**src/design/r2y422_pkg.sv**
```systemverilog
`default_nettype none

package r2y422_pkg;

  // Configuration register indexes
  localparam logic [7:0] RegSourceOrder = 8'd0;
  localparam logic [7:0] RegDestOrder   = 8'd1;

  // Input byte orders
  localparam logic SrcArgb = 1'b0;
  localparam logic SrcBgra = 1'b1;

  // Output byte orders
  localparam logic DstYuyv = 1'b0;
  localparam logic DstUyvy = 1'b1;

  // BT.709 integer coefficients and offsets
  localparam logic signed [17:0] CoefYR = 18'sd47;
  localparam logic signed [17:0] CoefYG = 18'sd157;
  localparam logic signed [17:0] CoefYB = 18'sd16;
  localparam logic signed [17:0] CoefUR = -18'sd26;
  localparam logic signed [17:0] CoefUG = -18'sd87;
  localparam logic signed [17:0] CoefUB = 18'sd112;
  localparam logic signed [17:0] CoefVR = 18'sd112;
  localparam logic signed [17:0] CoefVG = -18'sd102;
  localparam logic signed [17:0] CoefVB = -18'sd10;
  localparam logic signed [10:0] OffsetY = 11'sd16;
  localparam logic signed [10:0] OffsetC = 11'sd128;

  typedef struct packed {
    logic [7:0] r;
    logic [7:0] g;
    logic [7:0] b;
  } rgb_t;

  // Pick the colour bytes of one pixel; alpha is dropped
  function automatic rgb_t split_pixel(input logic [31:0] px, input logic order);
    rgb_t c;
    if (order == SrcArgb) begin
      c.r = px[15:8];
      c.g = px[23:16];
      c.b = px[31:24];
    end else begin
      c.b = px[7:0];
      c.g = px[15:8];
      c.r = px[23:16];
    end
    return c;
  endfunction

  // Dot product, floor shift by 8, offset and clamp to 0..255
  function automatic logic [7:0] component(input rgb_t c,
                                           input logic signed [17:0] kr,
                                           input logic signed [17:0] kg,
                                           input logic signed [17:0] kb,
                                           input logic signed [10:0] offset);
    logic signed [17:0] rs;
    logic signed [17:0] gs;
    logic signed [17:0] bs;
    logic signed [17:0] sum;
    logic signed [10:0] biased;
    logic [7:0] res;
    rs = $signed({10'd0, c.r});
    gs = $signed({10'd0, c.g});
    bs = $signed({10'd0, c.b});
    sum = rs * kr + gs * kg + bs * kb;
    // Arithmetic shift by 8 floors; take the top ten bits sign-extended
    biased = $signed({sum[17], sum[17:8]}) + offset;
    if (biased < 11'sd0) begin
      res = 8'd0;
    end else if (biased > 11'sd255) begin
      res = 8'd255;
    end else begin
      res = biased[7:0];
    end
    return res;
  endfunction

endpackage

`default_nettype wire

```
**src/design/rgb_to_yuv422_bt709_unit.sv**
```systemverilog
// RGB to YCbCr 4:2:2 converter with BT.709 integer coefficients.
// Slave stream: s_axis_tdata carries two 32-bit pixels (first in bits 31:0),
// s_axis_tlast marks the last pair of a line or frame. Master stream:
// m_axis_tdata carries one packed 4:2:2 word, m_axis_tlast copies the flag.
// Each pixel gets its own Y; U and V come from the first pixel only.
// Config port: cfg_index_i 0 selects input byte order (0 ARGB, 1 BGRA),
// index 1 selects output order (0 YUYV, 1 UYVY); only bit 0 of the data is
// used and other indexes are ignored. cfg_ready_o is always high; write
// only while no beat is in flight.
// Each beat passes two register stages, the input register and the result
// register, before it is offered on the master side.
// Throughput: one pair per clock unless the receiver stalls; all maths is
// one pass of constant multiplies and adds between the two registers.
// Reset clears both byte-order registers and empties both stages.
// When the receiver stalls, the result register holds and the input
// register still fills once, so two beats can be held before s_axis_tready
// drops.
`default_nettype none

module rgb_to_yuv422_bt709_unit (
  input  wire logic        clk_i,
  input  wire logic        rst_ni,
  // Slave stream
  input  wire logic        s_axis_tvalid,
  output logic             s_axis_tready,
  input  wire logic [63:0] s_axis_tdata,   // [31:0] first_pixel, [63:32] second_pixel
  input  wire logic        s_axis_tlast,   // last_pair
  // Master stream
  output logic             m_axis_tvalid,
  input  wire logic        m_axis_tready,
  output logic [31:0]      m_axis_tdata,   // [31:0] packed_word
  output logic             m_axis_tlast,   // last_word
  // Configuration write channel
  input  wire logic        cfg_valid_i,
  output logic             cfg_ready_o,
  input  wire logic [7:0]  cfg_index_i,
  input  wire logic [7:0]  cfg_data_i
);

  logic        source_order_q;
  logic        dest_order_q;
  logic        in_valid_q;
  logic [31:0] first_q;
  logic [31:0] second_q;
  logic        in_last_q;
  logic        out_valid_q;
  logic [31:0] out_data_q;
  logic        out_last_q;
  logic        out_ready;
  logic        in_load;
  logic [31:0] word_d;

  r2y422_pkg::rgb_t px0;
  r2y422_pkg::rgb_t px1;
  logic [7:0] y0;
  logic [7:0] y1;
  logic [7:0] u;
  logic [7:0] v;

  // Configuration registers
  assign cfg_ready_o = 1'b1;

  always_ff @(posedge clk_i or negedge rst_ni) begin
    if (!rst_ni) begin
      source_order_q <= r2y422_pkg::SrcArgb;
      dest_order_q   <= r2y422_pkg::DstYuyv;
    end else if (cfg_valid_i && cfg_ready_o) begin
      case (cfg_index_i)
        r2y422_pkg::RegSourceOrder: source_order_q <= cfg_data_i[0];
        r2y422_pkg::RegDestOrder:   dest_order_q   <= cfg_data_i[0];
        default: ;
      endcase
    end
  end

  // Flow control: result register frees when empty or taken
  assign out_ready     = !out_valid_q || m_axis_tready;
  assign in_load       = !in_valid_q || out_ready;
  assign s_axis_tready = in_load;

  // Input register
  always_ff @(posedge clk_i or negedge rst_ni) begin
    if (!rst_ni) begin
      in_valid_q <= 1'b0;
    end else if (in_load) begin
      in_valid_q <= s_axis_tvalid;
    end
  end

  always_ff @(posedge clk_i) begin
    if (in_load && s_axis_tvalid) begin
      first_q   <= s_axis_tdata[31:0];
      second_q  <= s_axis_tdata[63:32];
      in_last_q <= s_axis_tlast;
    end
  end

  // Convert one pair
  always_comb begin
    px0 = r2y422_pkg::split_pixel(first_q, source_order_q);
    px1 = r2y422_pkg::split_pixel(second_q, source_order_q);
    y0  = r2y422_pkg::component(px0, r2y422_pkg::CoefYR, r2y422_pkg::CoefYG,
                                r2y422_pkg::CoefYB, r2y422_pkg::OffsetY);
    y1  = r2y422_pkg::component(px1, r2y422_pkg::CoefYR, r2y422_pkg::CoefYG,
                                r2y422_pkg::CoefYB, r2y422_pkg::OffsetY);
    u   = r2y422_pkg::component(px0, r2y422_pkg::CoefUR, r2y422_pkg::CoefUG,
                                r2y422_pkg::CoefUB, r2y422_pkg::OffsetC);
    v   = r2y422_pkg::component(px0, r2y422_pkg::CoefVR, r2y422_pkg::CoefVG,
                                r2y422_pkg::CoefVB, r2y422_pkg::OffsetC);
    case (dest_order_q)
      r2y422_pkg::DstYuyv: word_d = {v, y1, u, y0};
      r2y422_pkg::DstUyvy: word_d = {y1, v, y0, u};
      default:             word_d = {v, y1, u, y0};
    endcase
  end

  // Result register
  always_ff @(posedge clk_i or negedge rst_ni) begin
    if (!rst_ni) begin
      out_valid_q <= 1'b0;
    end else if (out_ready) begin
      out_valid_q <= in_valid_q;
    end
  end

  always_ff @(posedge clk_i) begin
    if (out_ready && in_valid_q) begin
      out_data_q <= word_d;
      out_last_q <= in_last_q;
    end
  end

  assign m_axis_tvalid = out_valid_q;
  assign m_axis_tdata  = out_data_q;
  assign m_axis_tlast  = out_last_q;

  // Checks
  a_advance: assert property (@(posedge clk_i) disable iff (!rst_ni)
    in_valid_q && out_ready |=> m_axis_tvalid)
    else $error("held pair did not reach the result register");

  a_last_follows: assert property (@(posedge clk_i) disable iff (!rst_ni)
    in_valid_q && out_ready |=> m_axis_tlast == $past(in_last_q))
    else $error("last flag lost between stages");

  a_luma_range: assert property (@(posedge clk_i) disable iff (!rst_ni)
    in_valid_q |-> (y0 >= 8'd16 && y0 <= 8'd235 && y1 >= 8'd16 && y1 <= 8'd235))
    else $error("luma outside 16..235");

  a_cfg_write: assert property (@(posedge clk_i) disable iff (!rst_ni)
    cfg_valid_i && cfg_index_i == r2y422_pkg::RegSourceOrder
      |=> source_order_q == $past(cfg_data_i[0]))
    else $error("source order write not taken");

endmodule

`default_nettype wire

```
**config.mk**
```make
export PLATFORM = sky130hd
export DESIGN_NAME = rgb_to_yuv422_bt709_unit
export DESIGN_NICKNAME = d
export VERILOG_FILES = /design/src/design/r2y422_pkg.sv /design/src/design/rgb_to_yuv422_bt709_unit.sv
export SDC_FILE = /design/constraint.sdc
export NUM_CORES = 1
export LEC_CHECK = 0
export BUFFER_PORTS_ARGS = -buffer_cell sky130_fd_sc_hd__buf_2
export CELL_PAD_IN_SITES_DETAIL_PLACEMENT = 0
export CELL_PAD_IN_SITES_GLOBAL_PLACEMENT = 1
export CORE_ASPECT_RATIO = 0.5
export CORE_UTILIZATION = 26
export DETAILED_ROUTE_END_ITERATION = 7
export PLACE_DENSITY_LB_ADDON = 0.1
export SLEW_MARGIN = 20
export SYNTH_ARGS = -nofsm -noshare
export SYNTH_HDL_FRONTEND = slang
export SYNTH_SLANG_ARGS = --single-unit
export TNS_END_PERCENT = 20
```
**constraint.sdc**
```tcl
create_clock -name clk_i -period 12.2 [get_ports clk_i]
set_input_delay 0.61 -clock clk_i [delete_from_list [all_inputs] [get_ports clk_i]]
set_output_delay 0.61 -clock clk_i [all_outputs]
set_load 0.03 [all_outputs]
```
==> results of run 1 <==
[path summary, 6_finish.rpt]
check | end | slack (ns) | start
min in group clk_i | second_q[22]$_DFFE_PP_ | 0.41 | s_axis_tdata[54]
max in group asynchronous | source_order_q$_DFFE_PN0P_ | 12.02 | rst_ni
max reg2reg | m_axis_tdata[14]$_DFFE_PP_ | 2.55 | source_order_q$_DFFE_PN0P_
max | m_axis_tdata[14]$_DFFE_PP_ | 2.55 | source_order_q$_DFFE_PN0P_
min reg2reg | m_axis_tlast$_DFFE_PP_ | 0.42 | in_last_q$_DFFE_PP_
min | in_valid_q$_DFFE_PN0N_ | 0.04 | rst_ni
[cell type report]
class                           instances  area [um2]  area share
Multi-Input combinational cell        981       11100       0.643
Clock buffer                            9         225      0.0131
Clock inverter                          6        93.8     0.00545
Timing Repair Buffer                  121         626      0.0364
Sequential cell                       102        3040       0.177
Tap cell                              768         961      0.0558
Inverter                              317        1190      0.0691
[placed cells by master (no fill, tap or decap), types with 9 or more instances in the layout]
cell type,count
o21ai_0,19
o31ai_1,9
a21o_1,23
mux2_2,18
fa_1,195
o21bai_1,19
a21oi_1,76
edfxtp_1,98
and3_1,9
ha_1,288
mux2i_1,37
nand2b_1,13
nor3_1,9
xor2_1,27
nor2_1,38
inv_1,316
nand2_1,19
clkbuf_16,9
xnor2_1,47
o21a_1,13
buf_2,113
a31oi_1,14
[cell families after synthesis]
logic type                 count (synthesis)  synth area share
AOI/OAI and AO/OA                        226             0.101
muxes                                     56            0.0387
xor gates and xnor gates                  76            0.0442
and+or+nand+nor                          138            0.0467
buffers and inverters                    335            0.0835
DFF                                      102             0.198
other                                      1          0.000244
adders and majority gates                484             0.488
[flip-flops by register name, indices dropped and copies added, names as in the netlist]
register	flops
first_q	32
m_axis_tdata	32
second_q	32
dest_order_q	1
in_last_q	1
in_valid_q	1
m_axis_tlast	1
m_axis_tvalid	1
source_order_q	1
[through the flow]
step | util | worst slack [ns] | cell area, um2 | hold slack (ns) | cells
after floorplan | - | 3.15 | 15400 | 0.314 | 1418
after global placement | 0.291 | 2.34 | 16900 | 0.403 | 2289
after detailed placement | 0.291 | 2.32 | 16900 | 0.405 | 2289
after CTS | 0.297 | 2.29 | 17200 | 0.0165 | 2304
after global routing | 0.297 | 1.66 | 17200 | 0.0142 | 2304
final | 0.297 | 2.55 | 17200 | 0.0369 | 2304
[per-layer routing]
| layer | up-vias | part of all wire |
|---|---|---|
| li1 | 4974 | - |
| met4 | 0 | 0.0047 |
| met3 | 9 | 0.018 |
| met5 | - | 0 |
| met1 | 5085 | 0.50 |
| met2 | 69 | 0.48 |
==> metrics.txt, run 1 <==
Clock Path Buffers 2; Rows 62; crit path max fanout 22; Crit-path slowest cell dfrtp_2; met2 GRT Util 0.238; Synth warnings 0; Yosys top cell by area fa_1; antenna violations before repair 1; fillcell total 5,964; vias in the first global route 11,231; flops & latches, synth 102; drt initial violations 494; initial core utilization 0.266; Post-synth EDFFs 98; Detail Route Antenna Nets 0; Netlist cell types 72; vias per cell 4.40; port bufs 113; Routability Congestion 0.811; R2R cell count 28; fmax 104 MHz; crit path launch type flop; I/O pin count 122; normalized max-slew margin 0.338; Mapped Nets 1,987; crit path DAT 9.73 ns; Synth Instances 1,418; DP HPWL 34.6 mm; average size of a mapped cell 10.9 um2; count leader, synth inv_1; Top cell by count, worst path ha_1; first-pass GRT wire length 64.5 mm; cts bufs inserted 9; Hold Crit Class input port to asynchronous set/reset pin; Final Hold Viols 0; ys async rst share 0.0392; ys flop type edfxtp_1; RSZ-0062 raised after global routing false; final wirelength 40.1 mm; DRC 0; post-route minimum period 9.65 ns; DR WL/cell 17.4 um; Die Height 174 um; clk sinks 102; number of H-tree levels 3; Worst Clk Skew 0.0141 ns; clk root buf clkbuf_16; Levels on crit path 28; CTS clock-pin slew for the worst setup and hold paths 0.07 ns; post-CTS setup buffers 0; vias 10,137; period utilisation layout 0.791; met3 Usage GRT 0.0177; Setup TNS 0 ns; CTS tree done; slowest stage delay, CP 0.79 ns; max cap viols 0; max-slew violation count 0; Most Crowded Layer GR met2; Crit Path Class flop to flop; final setup vio count 0; layout cells sized above 1 0.114; Syn-to-layout area delta 11.8%; Worst setup EP type flop; Critical path buffers and inverters 4; Nets 2,101; synth top area cells fa_1 25%, ha_1 23%, edfxtp_1 19%; Core ar. 57,900 um2; GR Util All Layers 0.140; Data required, critical path 12.28 ns; M1 GR Usage 0.195; Pre-antenna DRT Iters 5; status completed; ANT cells 0; GR Overflow Total 0; die width 346 um; post-synth top area share 0.254; Netlist Area Pre-Place 15,400 um2; Die ar. 60,200 um2; Crit path max-delay family adder cells; largest net degree at the start of global routing 66; commonest cells in the netlist 316 x inv_1, 288 x ha_1, 195 x fa_1, 98 x edfxtp_1, 76 x a21oi_1; Worst-Margin Slew 0.994 ns; Resized Gates After CTS 0; CTS Hold Bufs 0; sequential share of the synthesized area 0.198; clk_lat worst skew 0.37 ns
Power of run 1 is not shown: default switching activity piles up to over one toggle a cycle in this logic, so the estimate is an artifact.
==> run 2, diff against run 1 <==
==> constraint.sdc (replaced) <==
create_clock -name clk_i -period 9.73 [get_ports clk_i]
set_input_delay 0.4865 -clock clk_i [delete_from_list [all_inputs] [get_ports clk_i]]
set_output_delay 0.4865 -clock clk_i [all_outputs]
set_load 0.03 [all_outputs]
==> run 2 against run 1 <==
Effect of this change: critical endpoint is now m_axis_tdata[6]$_DFFE_PP_; via count increased by 0.20%; highest routed layer unchanged; critical path depth increased by 2; die area unchanged.
==> metrics.txt, run 2 (synthesis gave the netlist of run 1 again) <==
fillcell total 5,962 (-0.034%); hold slack 0.264 ns (+0.227 ns); vias 10,157 (+0.20%); Routability Congestion 0.803 (-0.96%); clk_lat worst skew 0.39 ns (+0.02 ns); Final Hold Viols 0 (unchanged); port bufs 113 (unchanged); CTS tree done; Crit Path Class flop to flop; Detail Route Antenna Nets 0 (unchanged); final setup vio count 0 (unchanged); Data required, critical path 9.85 ns (-2.43 ns); clk root buf clkbuf_16; I/O pin count 122 (unchanged); most frequent cells in the layout 316 x inv_1, 288 x ha_1, 195 x fa_1, 113 x buf_2, 98 x edfxtp_1; Nets 2,122 (+1.0%); post-CTS setup buffers 0 (unchanged); status completed; Syn-to-layout area delta 12.7%; Hold Crit Class input port to flop; GR Overflow Total 0 (unchanged); cts bufs inserted 9 (unchanged); fmax 110 MHz (+6.3%); vias in the first global route 11,243 (+0.11%); clk sinks 102 (unchanged); DRC 0 (unchanged); GR Util All Layers 0.142 (+0.00272); Worst Clk Skew 0.0142 ns (+0.0000733 ns); antenna violations before repair 0 (-1); Rows 62 (unchanged); die width 346 um (unchanged); DR WL/cell 17.5 um (+0.43%); initial core utilization 0.266 (unchanged); Die ar. 60,200 um2 (unchanged); largest net degree at the start of global routing 58 (-12%); final wirelength 40.7 mm (+1.4%); normalized max-slew margin 0.441 (+0.104); period utilisation layout 0.933 (+0.142); layout cells sized above 1 0.126 (+0.0125); Die Height 174 um (unchanged); DP HPWL 35.4 mm (+2.3%); max-slew violation count 0 (unchanged); Crit-path slowest cell dfrtp_4; Core ar. 57,900 um2 (unchanged); most common cell after layout, fill and taps aside inv_1; Clock Path Buffers 2 (unchanged); Worst-Margin Slew 0.838 ns (-0.156 ns); Worst setup EP type flop; ANT cells 0 (unchanged); Top cell by count, worst path ha_1; post-route minimum period 9.07 ns (-0.574 ns); crit path DAT 9.19 ns (-0.54 ns); crit path launch type flop; Pre-antenna DRT Iters 4 (-1); drt initial violations 438 (-11%); Setup TNS 0 ns (unchanged); crit path max fanout 16 (-27%); RSZ-0062 raised after global routing false; CTS clock-pin slew for the worst setup and hold paths 0.09 ns (+0.02 ns); Area after DPL 17,000 um2 (+0.89%); first-pass GRT wire length 65.1 mm (+0.96%); slowest stage delay, CP 0.62 ns (-0.17 ns); vias per cell 4.37 (-0.75%); max cap viols 0 (unchanged); number of H-tree levels 3 (unchanged); final instance area 17,400 um2 (+0.86%)
==> run 2: changes by cell type in the layout (fill, tap and decap cells not counted), sizes merged <==
cell | before | now
buf | 121 | 141
bufinv | 2 | 0
clkinv | 2 | 4
dlygate4sd3 | 0 | 1
inv | 319 | 320
==> run 2: layer usage <==
layer | up-vias | part of all wire | track usage
met5 | - | 0 | 0
met4 | 0 | 0.014 | 0.0298
met3 | 31 | 0.024 | 0.0198
met2 | 92 | 0.46 | 0.236
met1 | 5004 | 0.50 | 0.197
li1 | 5030 | - | -
==> run 2: path summary, 6_finish.rpt <==
path	to	slack, ns	cells after the start	start
max in group asynchronous	source_order_q$_DFFE_PN0P_	9.16	2	rst_ni
worst max register to register	m_axis_tdata[6]$_DFFE_PP_	0.66	30	source_order_q$_DFFE_PN0P_
worst min-delay path	second_q[14]$_DFFE_PP_	0.26	1	s_axis_tdata[46]
min in group asynchronous	dest_order_q$_DFFE_PN0P_	0.43	2	rst_ni
worst max-delay path	m_axis_tdata[6]$_DFFE_PP_	0.66	30	source_order_q$_DFFE_PN0P_
worst min register to register	m_axis_tlast$_DFFE_PP_	0.44	0	in_last_q$_DFFE_PP_
==> run 2: final cells by class <==
type / count / area (um2) / share of cell area
Clock buffer: 9 / 225 / 0.0130
Sequential cell: 102 / 3050 / 0.176
Inverter: 317 / 1190 / 0.0686
Multi-Input combinational cell: 981 / 11100 / 0.638
Tap cell: 768 / 961 / 0.0554
Timing Repair Buffer: 142 / 786 / 0.0453
Clock inverter: 7 / 76.3 / 0.00440
==> run 2: repair_timing <==
item	in CTS	in global routing
gates resized for setup	0	2
hold buffers	1	0
hold endpoints to repair	4	0
setup endpoints to repair	0	7
==> run 2: stage by stage <==
step / worst slack [ns] / instances / util
6_report: 0.656 / 2326 / 0.300
4_1_cts: 0.424 / 2326 / 0.299
3_5_place_dp: 0.478 / 2309 / 0.294
5_1_grt: 0.0877 / 2326 / 0.300
3_3_place_gp: 0.572 / 2309 / 0.294
2_1_floorplan: 0.677 / 1418 / -
==> run 2: worst max-delay path: cells and delay by family (launching register included) <==
family	cells	cell delay, ns
simple gates	3	0.28
fa+ha+maj	9	3.64
mux	2	0.62
flops	1	0.62
compound gates	8	2.43
buf+inv	4	0.45
xor+xnor	4	0.72
Power of run 2 is left out for the same reason.
